**config.mk**
```make
export PLATFORM = sky130hd
export DESIGN_NAME = clean_speaker_embedding_select
export DESIGN_NICKNAME = d
export VERILOG_FILES = /design/src/rtl/core/cses_pkg.sv /design/src/rtl/core/clean_speaker_embedding_select.sv /design/src/rtl/core/cses_front.sv /design/src/rtl/core/cses_queue.sv /design/src/rtl/core/cses_back.sv
export SDC_FILE = /design/constraint.sdc
export NUM_CORES = 1
export LEC_CHECK = 0
export BUFFER_PORTS_ARGS = -buffer_cell sky130_fd_sc_hd__buf_4
export CAP_MARGIN = 40
export CELL_PAD_IN_SITES_DETAIL_PLACEMENT = 2
export CELL_PAD_IN_SITES_GLOBAL_PLACEMENT = 2
export CORE_ASPECT_RATIO = 2
export CORE_MARGIN = 2
export CORE_UTILIZATION = 26
export DETAILED_ROUTE_END_ITERATION = 7
export GPL_TIMING_DRIVEN = 0
export PLACE_DENSITY = 0.64
export SKIP_CTS_REPAIR_TIMING = 1
export SYNTH_ARGS = -nofsm -noshare
export SYNTH_HDL_FRONTEND = slang
export SYNTH_SLANG_ARGS = --single-unit
```
**constraint.sdc**
```tcl
create_clock -name clk -period 3.3 [get_ports clk]
set_input_delay 0.165 -clock clk [delete_from_list [all_inputs] [get_ports clk]]
set_output_delay 0.165 -clock clk [all_outputs]
set_load 0.01 [all_outputs]
```
**src/rtl/core/cses_pkg.sv**
```systemverilog
package cses_pkg;

	localparam logic [1:0] CMD_FRAME = 2'd0;
	localparam logic [1:0] CMD_EMBED = 2'd1;
	localparam logic [1:0] CMD_END   = 2'd2;

	localparam int MASK_W   = 4;
	localparam int SLOT_W   = 2;
	localparam int WORD_W   = 32;
	localparam int CHUNK_W  = 16;
	localparam int ACTIVE_W = 3;
	localparam int MIN_W    = 16;

	localparam int QUEUE_DEPTH = 4;
	localparam int QPTR_W      = 2;

	localparam logic REG_ACTIVE = 1'b0;
	localparam logic REG_MIN    = 1'b1;

	localparam logic [ACTIVE_W-1:0] ACTIVE_RESET = 3'd3;

	typedef enum logic [1:0] {
		OP_FRAME,
		OP_NAN,
		OP_END
	} cses_op_t;

	typedef struct packed {
		cses_op_t          op;
		logic [SLOT_W-1:0] slot;
	} cses_entry_t;

	typedef struct packed {
		logic [ACTIVE_W-1:0] active_speakers;
		logic [MIN_W-1:0]    min_clean_frames;
	} cses_cfg_t;

	typedef struct packed {
		logic        valid;
		cses_entry_t entry;
	} cses_head_t;

endpackage

```
**src/rtl/core/clean_speaker_embedding_select.sv**
```systemverilog
// Channel   Role        Handshake                  Payload
// s_*       items in    s_tvalid / s_tready        tuser command, tdata mask/slot/word
// m_*       results     m_tvalid / m_tready        tdata chunk/speaker, tlast last
// apb       registers   psel / penable / pready    active_speakers, min_clean_frames
//
// Frame and embedding items stream one per cycle while the queue is not full.
// End of chunk is handled in the back end, whose output register then emits one result
// per kept speaker, one result per cycle while the output is not stalled.
// A four-entry queue parts the input side from the counter update and emission.
// Reset is asynchronous and clears counters, flags, chunk index and queue.
// A stalled output holds the next end of chunk at the queue head, and the entries
// behind it; s_tready drops only when the queue is full.
module clean_speaker_embedding_select #(
	parameter int MAX_SPEAKERS = 4,
	parameter int COUNT_BITS   = 16
) (
	input  logic        clk,
	input  logic        arst_n,
	input  logic        s_tvalid,
	output logic        s_tready,
	input  logic [39:0] s_tdata,   // activity_mask[3:0], speaker_slot[5:4], embedding_bits[37:6]
	input  logic [1:0]  s_tuser,   // command[1:0]
	output logic        m_tvalid,
	input  logic        m_tready,
	output logic [23:0] m_tdata,   // chunk_index[15:0], speaker_index[17:16]
	output logic        m_tlast,
	input  logic        psel,
	input  logic        penable,
	input  logic        pwrite,
	input  logic [2:0]  paddr,
	input  logic [31:0] pwdata,
	output logic [31:0] prdata,
	output logic        pready
);

	cses_pkg::cses_cfg_t   cfg_q;
	logic                  queue_full;
	logic                  push;
	cses_pkg::cses_entry_t push_entry;
	cses_pkg::cses_head_t  head;
	logic                  pop;
	logic [cses_pkg::CHUNK_W-1:0] out_chunk;
	logic [cses_pkg::SLOT_W-1:0]  out_slot;

	assign pready = 1'b1;

	always_ff @(posedge clk or negedge arst_n) begin
		if (!arst_n) begin
			cfg_q.active_speakers  <= cses_pkg::ACTIVE_RESET;
			cfg_q.min_clean_frames <= '0;
		end else if (psel && penable && pwrite && pready) begin
			unique case (paddr[2])
				cses_pkg::REG_ACTIVE: cfg_q.active_speakers  <= pwdata[cses_pkg::ACTIVE_W-1:0];
				cses_pkg::REG_MIN:    cfg_q.min_clean_frames <= pwdata[cses_pkg::MIN_W-1:0];
				default: begin
				end
			endcase
		end
	end

	always_comb begin
		unique case (paddr[2])
			cses_pkg::REG_ACTIVE: prdata = {29'b0, cfg_q.active_speakers};
			cses_pkg::REG_MIN:    prdata = {16'b0, cfg_q.min_clean_frames};
			default:              prdata = '0;
		endcase
	end

	cses_front #(
		.MAX_SPEAKERS(MAX_SPEAKERS)
	) u_front (
		.s_tvalid       (s_tvalid),
		.s_tready       (s_tready),
		.command        (s_tuser),
		.activity_mask  (s_tdata[3:0]),
		.speaker_slot   (s_tdata[5:4]),
		.embedding_bits (s_tdata[37:6]),
		.active_speakers(cfg_q.active_speakers),
		.queue_full     (queue_full),
		.push           (push),
		.push_entry     (push_entry)
	);

	cses_queue u_queue (
		.clk       (clk),
		.arst_n    (arst_n),
		.push      (push),
		.push_entry(push_entry),
		.full      (queue_full),
		.head      (head),
		.pop       (pop)
	);

	cses_back #(
		.MAX_SPEAKERS(MAX_SPEAKERS),
		.COUNT_BITS  (COUNT_BITS)
	) u_back (
		.clk      (clk),
		.arst_n   (arst_n),
		.cfg      (cfg_q),
		.head     (head),
		.pop      (pop),
		.out_valid(m_tvalid),
		.out_ready(m_tready),
		.out_chunk(out_chunk),
		.out_slot (out_slot),
		.out_last (m_tlast)
	);

	assign m_tdata = {6'b0, out_slot, out_chunk};

endmodule

```
**src/rtl/core/cses_front.sv**
```systemverilog
module cses_front #(
	parameter int MAX_SPEAKERS = 4
) (
	input  logic                             s_tvalid,
	output logic                             s_tready,
	input  logic [1:0]                       command,
	input  logic [cses_pkg::MASK_W-1:0]      activity_mask,
	input  logic [cses_pkg::SLOT_W-1:0]      speaker_slot,
	input  logic [cses_pkg::WORD_W-1:0]      embedding_bits,
	input  logic [cses_pkg::ACTIVE_W-1:0]    active_speakers,
	input  logic                             queue_full,
	output logic                             push,
	output cses_pkg::cses_entry_t            push_entry
);

	logic [cses_pkg::MASK_W-1:0] use_mask;
	logic [cses_pkg::MASK_W-1:0] clean_mask;
	logic [cses_pkg::SLOT_W-1:0] frame_slot;
	logic                        word_nan;
	logic                        keep;

	always_comb begin
		for (int k = 0; k < cses_pkg::MASK_W; k++) begin
			use_mask[k] = (k < MAX_SPEAKERS) &&
				(cses_pkg::ACTIVE_W'(k) < active_speakers);
		end
		clean_mask = activity_mask & use_mask;
		frame_slot = '0;
		for (int k = cses_pkg::MASK_W - 1; k >= 0; k--) begin
			if (clean_mask[k]) begin
				frame_slot = cses_pkg::SLOT_W'(k);
			end
		end
	end

	assign word_nan = (embedding_bits[30:23] == 8'hFF) && (embedding_bits[22:0] != '0);

	always_comb begin
		keep       = 1'b0;
		push_entry = '{op: cses_pkg::OP_END, slot: speaker_slot};
		unique case (command)
			cses_pkg::CMD_FRAME: begin
				keep       = $onehot(clean_mask);
				push_entry = '{op: cses_pkg::OP_FRAME, slot: frame_slot};
			end
			cses_pkg::CMD_EMBED: begin
				keep       = word_nan && (int'(speaker_slot) < MAX_SPEAKERS);
				push_entry = '{op: cses_pkg::OP_NAN, slot: speaker_slot};
			end
			cses_pkg::CMD_END: begin
				keep = 1'b1;
			end
			default: begin
				keep = 1'b0;
			end
		endcase
	end

	assign s_tready = !queue_full;
	assign push     = s_tvalid && !queue_full && keep;

endmodule

```
**src/rtl/core/cses_queue.sv**
```systemverilog
module cses_queue (
	input  logic                  clk,
	input  logic                  arst_n,
	input  logic                  push,
	input  cses_pkg::cses_entry_t push_entry,
	output logic                  full,
	output cses_pkg::cses_head_t  head,
	input  logic                  pop
);

	cses_pkg::cses_entry_t           entry_q [cses_pkg::QUEUE_DEPTH];
	logic [cses_pkg::QPTR_W-1:0]     wr_ptr_q;
	logic [cses_pkg::QPTR_W-1:0]     rd_ptr_q;
	logic [cses_pkg::QPTR_W:0]       count_q;

	assign full       = (count_q == (cses_pkg::QPTR_W + 1)'(cses_pkg::QUEUE_DEPTH));
	assign head.valid = (count_q != '0);
	assign head.entry = entry_q[rd_ptr_q];

	always_ff @(posedge clk) begin
		if (push) begin
			entry_q[wr_ptr_q] <= push_entry;
		end
	end

	always_ff @(posedge clk or negedge arst_n) begin
		if (!arst_n) begin
			wr_ptr_q <= '0;
			rd_ptr_q <= '0;
			count_q  <= '0;
		end else begin
			if (push) begin
				wr_ptr_q <= wr_ptr_q + 1'b1;
			end
			if (pop) begin
				rd_ptr_q <= rd_ptr_q + 1'b1;
			end
			if (push && !pop) begin
				count_q <= count_q + 1'b1;
			end else if (pop && !push) begin
				count_q <= count_q - 1'b1;
			end
		end
	end

endmodule

```
**src/rtl/core/cses_back.sv**
```systemverilog
module cses_back #(
	parameter int MAX_SPEAKERS = 4,
	parameter int COUNT_BITS   = 16
) (
	input  logic                           clk,
	input  logic                           arst_n,
	input  cses_pkg::cses_cfg_t            cfg,
	input  cses_pkg::cses_head_t           head,
	output logic                           pop,
	output logic                           out_valid,
	input  logic                           out_ready,
	output logic [cses_pkg::CHUNK_W-1:0]   out_chunk,
	output logic [cses_pkg::SLOT_W-1:0]    out_slot,
	output logic                           out_last
);

	localparam int IDX_W = (MAX_SPEAKERS > 1) ? $clog2(MAX_SPEAKERS) : 1;
	localparam int CMP_W = (COUNT_BITS > cses_pkg::MIN_W) ? COUNT_BITS : cses_pkg::MIN_W;

	logic [COUNT_BITS-1:0]        cnt_q [MAX_SPEAKERS];
	logic [MAX_SPEAKERS-1:0]      nan_q;
	logic [MAX_SPEAKERS-1:0]      keep_q;
	logic [cses_pkg::CHUNK_W-1:0] chunk_q;
	logic [cses_pkg::CHUNK_W-1:0] emit_chunk_q;
	logic                         out_valid_q;
	logic [cses_pkg::CHUNK_W-1:0] out_chunk_q;
	logic [cses_pkg::SLOT_W-1:0]  out_slot_q;
	logic                         out_last_q;

	logic [MAX_SPEAKERS-1:0] keep_d;
	logic [MAX_SPEAKERS-1:0] keep_rest;
	logic [IDX_W-1:0]        pick;
	logic                    emit_go;
	logic                    pop_end;

	always_comb begin
		for (int s = 0; s < MAX_SPEAKERS; s++) begin
			keep_d[s] = (s < int'(cfg.active_speakers)) && !nan_q[s] &&
				(CMP_W'(cnt_q[s]) >= CMP_W'(cfg.min_clean_frames));
		end
		pick = '0;
		for (int s = MAX_SPEAKERS - 1; s >= 0; s--) begin
			if (keep_q[s]) begin
				pick = IDX_W'(s);
			end
		end
	end

	assign keep_rest = keep_q & (keep_q - 1'b1);
	assign emit_go   = (keep_q != '0) && (!out_valid_q || out_ready);
	assign pop       = head.valid && ((head.entry.op != cses_pkg::OP_END) || (keep_q == '0));
	assign pop_end   = pop && (head.entry.op == cses_pkg::OP_END);

	always_ff @(posedge clk or negedge arst_n) begin
		if (!arst_n) begin
			for (int s = 0; s < MAX_SPEAKERS; s++) begin
				cnt_q[s] <= '0;
			end
			nan_q        <= '0;
			keep_q       <= '0;
			chunk_q      <= '0;
			emit_chunk_q <= '0;
			out_valid_q  <= 1'b0;
		end else begin
			if (pop) begin
				unique case (head.entry.op)
					cses_pkg::OP_FRAME: begin
						for (int s = 0; s < MAX_SPEAKERS; s++) begin
							if ((int'(head.entry.slot) == s) && (cnt_q[s] != '1)) begin
								cnt_q[s] <= cnt_q[s] + COUNT_BITS'(1);
							end
						end
					end
					cses_pkg::OP_NAN: begin
						for (int s = 0; s < MAX_SPEAKERS; s++) begin
							if (int'(head.entry.slot) == s) begin
								nan_q[s] <= 1'b1;
							end
						end
					end
					cses_pkg::OP_END: begin
						for (int s = 0; s < MAX_SPEAKERS; s++) begin
							cnt_q[s] <= '0;
						end
						nan_q        <= '0;
						emit_chunk_q <= chunk_q;
						chunk_q      <= chunk_q + 1'b1;
					end
					default: begin
					end
				endcase
			end
			if (pop_end) begin
				keep_q <= keep_d;
			end else if (emit_go) begin
				keep_q <= keep_rest;
			end
			if (emit_go) begin
				out_valid_q <= 1'b1;
			end else if (out_ready) begin
				out_valid_q <= 1'b0;
			end
		end
	end

	always_ff @(posedge clk) begin
		if (emit_go) begin
			out_chunk_q <= emit_chunk_q;
			out_slot_q  <= cses_pkg::SLOT_W'(pick);
			out_last_q  <= (keep_rest == '0);
		end
	end

	assign out_valid = out_valid_q;
	assign out_chunk = out_chunk_q;
	assign out_slot  = out_slot_q;
	assign out_last  = out_last_q;

endmodule

```
==> results_dict.tcl, run 1 <==
set metrics [dict create \
    synth_top_area_share_pct 33.8 \
    synthTopCellsByArea "dfrtp_1 34%, edfxtp_1 11%, ha_1 10%, nand2_1 4.4%, xnor2_1 3.4%" \
    path_clk_slew_ns 0.07 \
    dr.pass1.iters 4 \
    worstSetupPathType "reg -> reg" \
    dp_hpwl_um 25400 \
    fin_skew_ns 0.00948 \
    cts_buffers 17 \
    synthArstFlopShare_pct 78.9 \
    worstSetupEndpointType "flop" \
    p_leak_nw 5.42 \
    fp.dieH_um 275 \
    postLayoutCellArea_um2 12000 \
    setup_viol 2 \
    antenna_found_initial 0 \
    synth_edf_count 35 \
    grt_pass1_wl_um 49900 \
    start_util_pct 26.3 \
    cap_violations 0 \
    wirelength_um 32900 \
    synthAdderAreaFrac_pct 10.8 \
    fp.dieW_um 140 \
    viasPerCell 4.99 \
    finalNonFillerCells 1569 \
    worst_pin_slew_ns 0.853 \
    htreeDepth 4 \
    nets 1267 \
    first_global_vias 8576 \
    fmax_mhz 288 \
    post-route-min-period_ns 3.47 \
    drv_slew 0 \
    dp.cells 1512 \
    place_area_um2 11000 \
    rsz0062_at_grt "true" \
    dieArea_um2 38400 \
    synth_simple_gate_area_share_pct 18.0 \
    start_kind "flop" \
    critical-path-top-delay-family "adder cells" \
    powerDensity_nw_per_um2 662 \
    cts-root-buf "clkbuf_16" \
    hold_violations 0 \
    min_path_type "in -> reg" \
    worstPathRequired_ns 3.69 \
    area_growth_pct 25.0 \
    cp_data_arrival_time_ns 3.86 \
    first_iter_violations 206 \
    netlist_area_um2 9560 \
    ys_warn_count 0 \
    ys_types 63 \
    num_io_pins 144 \
    synth_top_family_by_area "simple AND/OR/NAND/NOR gates" \
    synthXorXnorAreaFrac_pct 5.22 \
    ys_seq_area_share_pct 45.3 \
    power.total_w 0.00791 \
    outcome "complete, but fails checks" \
    fin_ws_ns -0.175 \
    overflow 0 \
    synth_compound_area_share_pct 11.4 \
    cts_max_path_buffers 2 \
    slew_headroom_pct 42.7 \
    clock_latency_ns 0.46 \
    cts_tree "yes" \
    grt_max_degree 82 \
    path_buf_inv 2 \
    yosys_most_used_dff "dfrtp_1" \
    slowest_stage "dfstp_2" \
    antennaDiodeCount 0 \
    path_cells "nor2_2 > nor2b_2 > ha_1 > ha_2 > fa_1 > nor2_2 > a21oi_2 > o21ai_2 > and3_4 > buf_6 > ha_4 > inv_2 > fa_2 > xor2_1 > nor2_1 > xor2_1" \
    fin_util_pct 32.8 \
    finalWeightedCongestion 0.813 \
    critPathMaxFanout 5 \
    route.detailed.drc 0 \
    fp-row-count 99 \
    core_um2 36400 \
    io_buffers 98 \
    r2r_slack_ns -0.17 \
    vias 7829 \
    grt_usage_pct 17.3 \
    violations "negative setup slack" \
    synth_top_area_cell "dfrtp_1" \
    synth_cells 936 \
    clkSinkCount 166 \
    drtAntennaViolNets 0 \
    worst_path_largest_cell_delay_ns 0.69 \
    layout_worst_path_cycle_share_pct 105 \
    layout-drive-gt1-share_pct 23.0 \
    ir_worst_vdd_v 0.000339 \
    ys_seq_elements 166 \
    synth_mux_area_share_pct 4.31 \
    avgSynthCellArea_um2 10.2 \
    wl_per_cell_um 21.0 \
]
per-stage QoR:
stage	hold slack [ns]	setup slack (ns)	setup TNS, ns
final	0.0603	-0.175	-0.328
after floorplan	-0.131	0.00708	0
after global placement	0.401	-0.858	-17.82
after CTS	-0.332	-0.994	-25.17
after global routing	0.0636	-0.356	-0.638
after detailed placement	0.169	-0.978	-24.17
worst paths after layout:
path,start,endpoint,depth (start not counted)
max reg2reg,cfg_q[17]$_DFFE_PN1P_,u_queue.count_q[2]$_DFFE_PN0P_,16
min,m_tready,u_back.out_valid$_DFFE_PN0P_,3
max,cfg_q[17]$_DFFE_PN1P_,u_queue.count_q[2]$_DFFE_PN0P_,16
min reg2reg,u_back.emit_chunk_q[6]$_DFFE_PN0P_,u_back.out_chunk[6]$_DFFE_PP_,0
min in group asynchronous,arst_n,cfg_q[1]$_DFFE_PN0P_,2
max in group asynchronous,arst_n,u_back.chunk_q[10]$_DFFE_PN0P_,3
worst min-delay path, stage by stage:
cell and delay [ns]:
buf_4 0.08, nor2b_1 0.08, nand2b_1 0.15
synthesized netlist by cell type, drive strengths merged, types with 3 or more instances:
master and instances:
dfrtp 129, nand2 113, ha 79, nor2 70, buf 45, a21oi 44
o21ai 40, xnor2 37, edfxtp 35, inv 33, nand3 33, mux2 25
nand4 25, xor2 20, and2 19, nor3 15, and3 12, clkbuf 12
nor4 11, o211ai 11, a211oi 10, or3 10, or4 10, a2111oi 9
a21o 9, nand2b 9, and4 7, nor2b 7, o31ai 5, mux2i 4
mux4 4, o41ai 4, a31oi 3, a41oi 3, o2111ai 3, o21a 3
or2 3
sequential cells by signal, indices dropped and copies added, names as in the netlist:
| register | cells |
|---|---|
| cfg_q | 19 |
| u_back.cnt_q | 64 |
| u_queue.count_q | 3 |
| u_back.chunk_q | 16 |
| u_back.out_valid | 1 |
| u_back.out_slot | 2 |
| u_back.emit_chunk_q | 16 |
| u_back.nan_q | 4 |
| u_queue.entry_q | 16 |
| u_queue.rd_ptr_q | 2 |
| u_back.out_chunk | 16 |
| u_back.out_last | 1 |
| u_queue.wr_ptr_q | 2 |
| u_back.keep_q | 4 |
power breakdown:
| group | internal, W | total, W | switching (W) |
|---|---|---|---|
| Sequential | 0.00237 | 0.00267 | 0.000301 |
| Clock | 0.00122 | 0.00218 | 0.000966 |
| Combinational | 0.00104 | 0.00306 | 0.00201 |
cell families (layout without fill, tap and decap cells):
kind of cell	count (synthesis)	in the layout
simple gates	348	348
fa+ha+maj	81	81
compound gates	159	159
mux	33	33
other cells	2	23
xor+xnor	57	57
flops	166	166
buf+inv	90	248
cell usage in the layout (no fill, tap or decap), types with 17 or more instances in the layout:
cell type	Yosys	final
inv_1	33	32
xor2_1	20	20
dlygate4sd3_1	0	17
o21ai_0	35	33
a21oi_1	42	40
dfrtp_1	129	128
clkbuf_16	0	17
xnor2_1	37	37
buf_4	23	128
nand4_1	25	25
ha_1	79	76
conb_1	2	23
nand3_1	33	33
mux2_2	25	24
edfxtp_1	35	35
nor2_1	68	65
nand2_1	113	113
layout make-up:
| cell class | count | area, µm² |
|---|---|---|
| Buffer | 57 | 358 |
| Fill cell | 4051 | 24500 |
| Tap cell | 454 | 568 |
| Inverter | 33 | 124 |
| Sequential cell | 166 | 4330 |
| Clock inverter | 14 | 188 |
| Multi-Input combinational cell | 701 | 4930 |
| Clock buffer | 18 | 429 |
| Timing Repair Buffer | 126 | 1020 |
metal layers:
metal | routed length, µm | GRT usage (%) | share of wire, %
met4 | 1430 | 8.26 | 4.3
met5 | 0 | 0 | 0
met1 | 10700 | 15.3 | 32
met3 | 593 | 2.21 | 1.8
met2 | 20300 | 37.2 | 61
No activity file was read; power rests on OpenSTA's default activity.
==> run 2: changes to the inputs <==
--- a/config.mk
+++ b/config.mk
@@ -14,7 +14,7 @@
 export CORE_UTILIZATION = 26
 export DETAILED_ROUTE_END_ITERATION = 7
 export GPL_TIMING_DRIVEN = 0
-export PLACE_DENSITY = 0.64
+export PLACE_DENSITY = 0.61
 export SKIP_CTS_REPAIR_TIMING = 1
 export SYNTH_ARGS = -nofsm -noshare
 export SYNTH_HDL_FRONTEND = slang
==> constraint.sdc (replaced) <==
create_clock -name clk -period 3.65 [get_ports clk]
set_input_delay 0.1825 -clock clk [delete_from_list [all_inputs] [get_ports clk]]
set_output_delay 0.1825 -clock clk [all_outputs]
set_load 0.01 [all_outputs]
==> results_dict.tcl, run 2 (synthesized netlist as in run 1, its figures left out) <==
set metrics [dict create \
    hold_start "m_tready" \
    final_common_cell "dfrtp_1" \
    grt_usage_pct 17.6 \
    finalWeightedCongestion 0.817 \
    min_path_type "in -> reg" \
    path_cells "buf_12 > nor2_4 > nor2b_2 > ha_1 > ha_2 > fa_1 > nor2_2 > a21oi_2 > o21ai_2 > and3_4 > ha_4 > inv_1 > fa_2 > xor2_1 > nor2_1 > xor2_1" \
    num_io_pins 144 \
    fp-row-count 99 \
    wl_per_cell_um 21.2 \
    worst_pin_slew_ns 0.849 \
    clkSinkCount 166 \
    layout_worst_path_cycle_share_pct 95.2 \
    first_global_vias 8487 \
    top_regs "u_back.cnt_q x64, cfg_q x19" \
    antennaDiodeCount 0 \
    cap_violations 0 \
    worstSetupEndpointType "flop" \
    nets 1264 \
    hold_violations 0 \
    critPathMaxFanout 3 \
    r2r_slack_ns 0.17 \
    dp_hpwl_um 25700 \
    dieArea_um2 38400 \
    layout_common_cells "128 x dfrtp_1, 125 x buf_4, 113 x nand2_1, 76 x ha_1, 65 x nor2_1" \
    post-route-min-period_ns 3.48 \
    area_growth_pct 24.8 \
    fp.dieW_um 140 \
    drv_slew 0 \
    layout-drive-gt1-share_pct 22.2 \
    cts_max_path_buffers 2 \
    ir_worst_vdd_v 0.000310 \
    io_buffers 98 \
    outcome "complete, no violations" \
    route.detailed.drc 0 \
    start_kind "flop" \
    slew_headroom_pct 43.0 \
    powerDensity_nw_per_um2 595 \
    crit_top_cell "xor2_1" \
    whs_path_depth 3 \
    fin_ws_ns 0.174 \
    cts_tree "yes" \
    start_util_pct 26.3 \
    setup_viol 0 \
    r2r_end "u_queue.count_q[2]$_DFFE_PN0P_" \
    first_iter_violations 221 \
    worstSetupPathType "reg -> reg" \
    p_leak_nw 5.40 \
    finalSetupTns_ns 0 \
    viasPerCell 4.96 \
    dr.pass1.iters 4 \
    grt_pass1_wl_um 50500 \
    wirelength_um 33200 \
    worstPathRequired_ns 4.04 \
    hold_ws_ns 0.0717 \
    htreeDepth 4 \
    cts-root-buf "clkbuf_16" \
    fmax_mhz 288 \
    worst_path_largest_cell_delay_ns 0.56 \
    cp_data_arrival_time_ns 3.86 \
    min_to "u_back.out_valid$_DFFE_PN0P_" \
    overflow 0 \
    cts_buffers 17 \
    fin_skew_ns 0.00964 \
    fp.dieH_um 275 \
    regMostFlops "u_back.cnt_q" \
    grt_max_degree 81 \
    drtAntennaViolNets 0 \
    largest_reg_flops 64 \
    reg2reg_from "cfg_q[17]$_DFFE_PN1P_" \
    clock_latency_ns 0.46 \
    antenna_found_initial 0 \
    place_ws_ns -0.874 \
    nFillCells 4093 \
    core_um2 36400 \
    path_clk_slew_ns 0.07 \
    r2r_cells 16 \
    slowest_stage "dfstp_2" \
    vias 7769 \
]
[run 2: through the flow]
| step | instances | power [W] | area [µm²] | util, % |
|---|---|---|---|---|
| 3_3_place_gp | 1509 | 0.00507 | 10900 | 30.1 |
| 6_report | 1566 | 0.00710 | 11900 | 32.8 |
| 5_1_grt | 1566 | 0.00756 | 11900 | 32.8 |
| 2_1_floorplan | 957 | 0.00396 | 9640 | - |
| 4_1_cts | 1544 | 0.00716 | 11600 | 31.9 |
| 3_5_place_dp | 1512 | 0.00517 | 11000 | 30.2 |
[run 2: where the power goes]
| group | leakage [nW] | switching, W | internal (W) |
|---|---|---|---|
| clock network | 0.295 | 0.000857 | 0.00110 |
| logic | 3.05 | 0.00182 | 0.000921 |
| registers | 2.06 | 0.000261 | 0.00214 |
[run 2: layout make-up]
type | count | area (µm²) | share of cell area (%)
plain buffers | 56 | 347 | 2.90
clock buffers | 19 | 433 | 3.63
clock inverters | 13 | 183 | 1.53
inverters | 33 | 124 | 1.04
multi-input cells | 701 | 4930 | 41.3
flip-flops and latches | 166 | 4330 | 36.3
well taps | 454 | 568 | 4.76
repair buffers | 124 | 1020 | 8.56
[run 2: critical path: cells and delay by family, from the launching register on]
kind	cells	cell delay, ns
adder cells (fa/ha/maj)	5	1.39
AND/OR/NAND/NOR	5	0.71
flip-flops	1	0.56
XOR/XNOR	2	0.29
AO/OA/AOI/OAI	2	0.26
buffers and inverters	2	0.18
[run 2: routing by layer]
layer	track usage, %	share of wire (%)	vias up
met1	16.1	33	3997
met4	7.95	4.2	0
met2	37.2	61	90
li1	-	-	3637
met3	2.19	1.4	45
met5	0	0	-
[run 2: worst max-delay path by stage]
stage,from,cells after the start,endpoint
3_3_place_gp,cfg_q[18]$_DFFE_PN0P_,16,u_queue.count_q[2]$_DFFE_PN0P_
3_5_place_dp,cfg_q[18]$_DFFE_PN0P_,16,u_queue.count_q[2]$_DFFE_PN0P_
6_report,cfg_q[17]$_DFFE_PN1P_,16,u_queue.count_q[2]$_DFFE_PN0P_
4_1_cts,cfg_q[18]$_DFFE_PN0P_,16,u_queue.count_q[2]$_DFFE_PN0P_
5_1_grt,cfg_q[17]$_DFFE_PN1P_,16,u_queue.count_q[2]$_DFFE_PN0P_
2_1_floorplan,cfg_q[17]$_DFFE_PN1P_,16,u_queue.count_q[2]$_DFFE_PN0P_
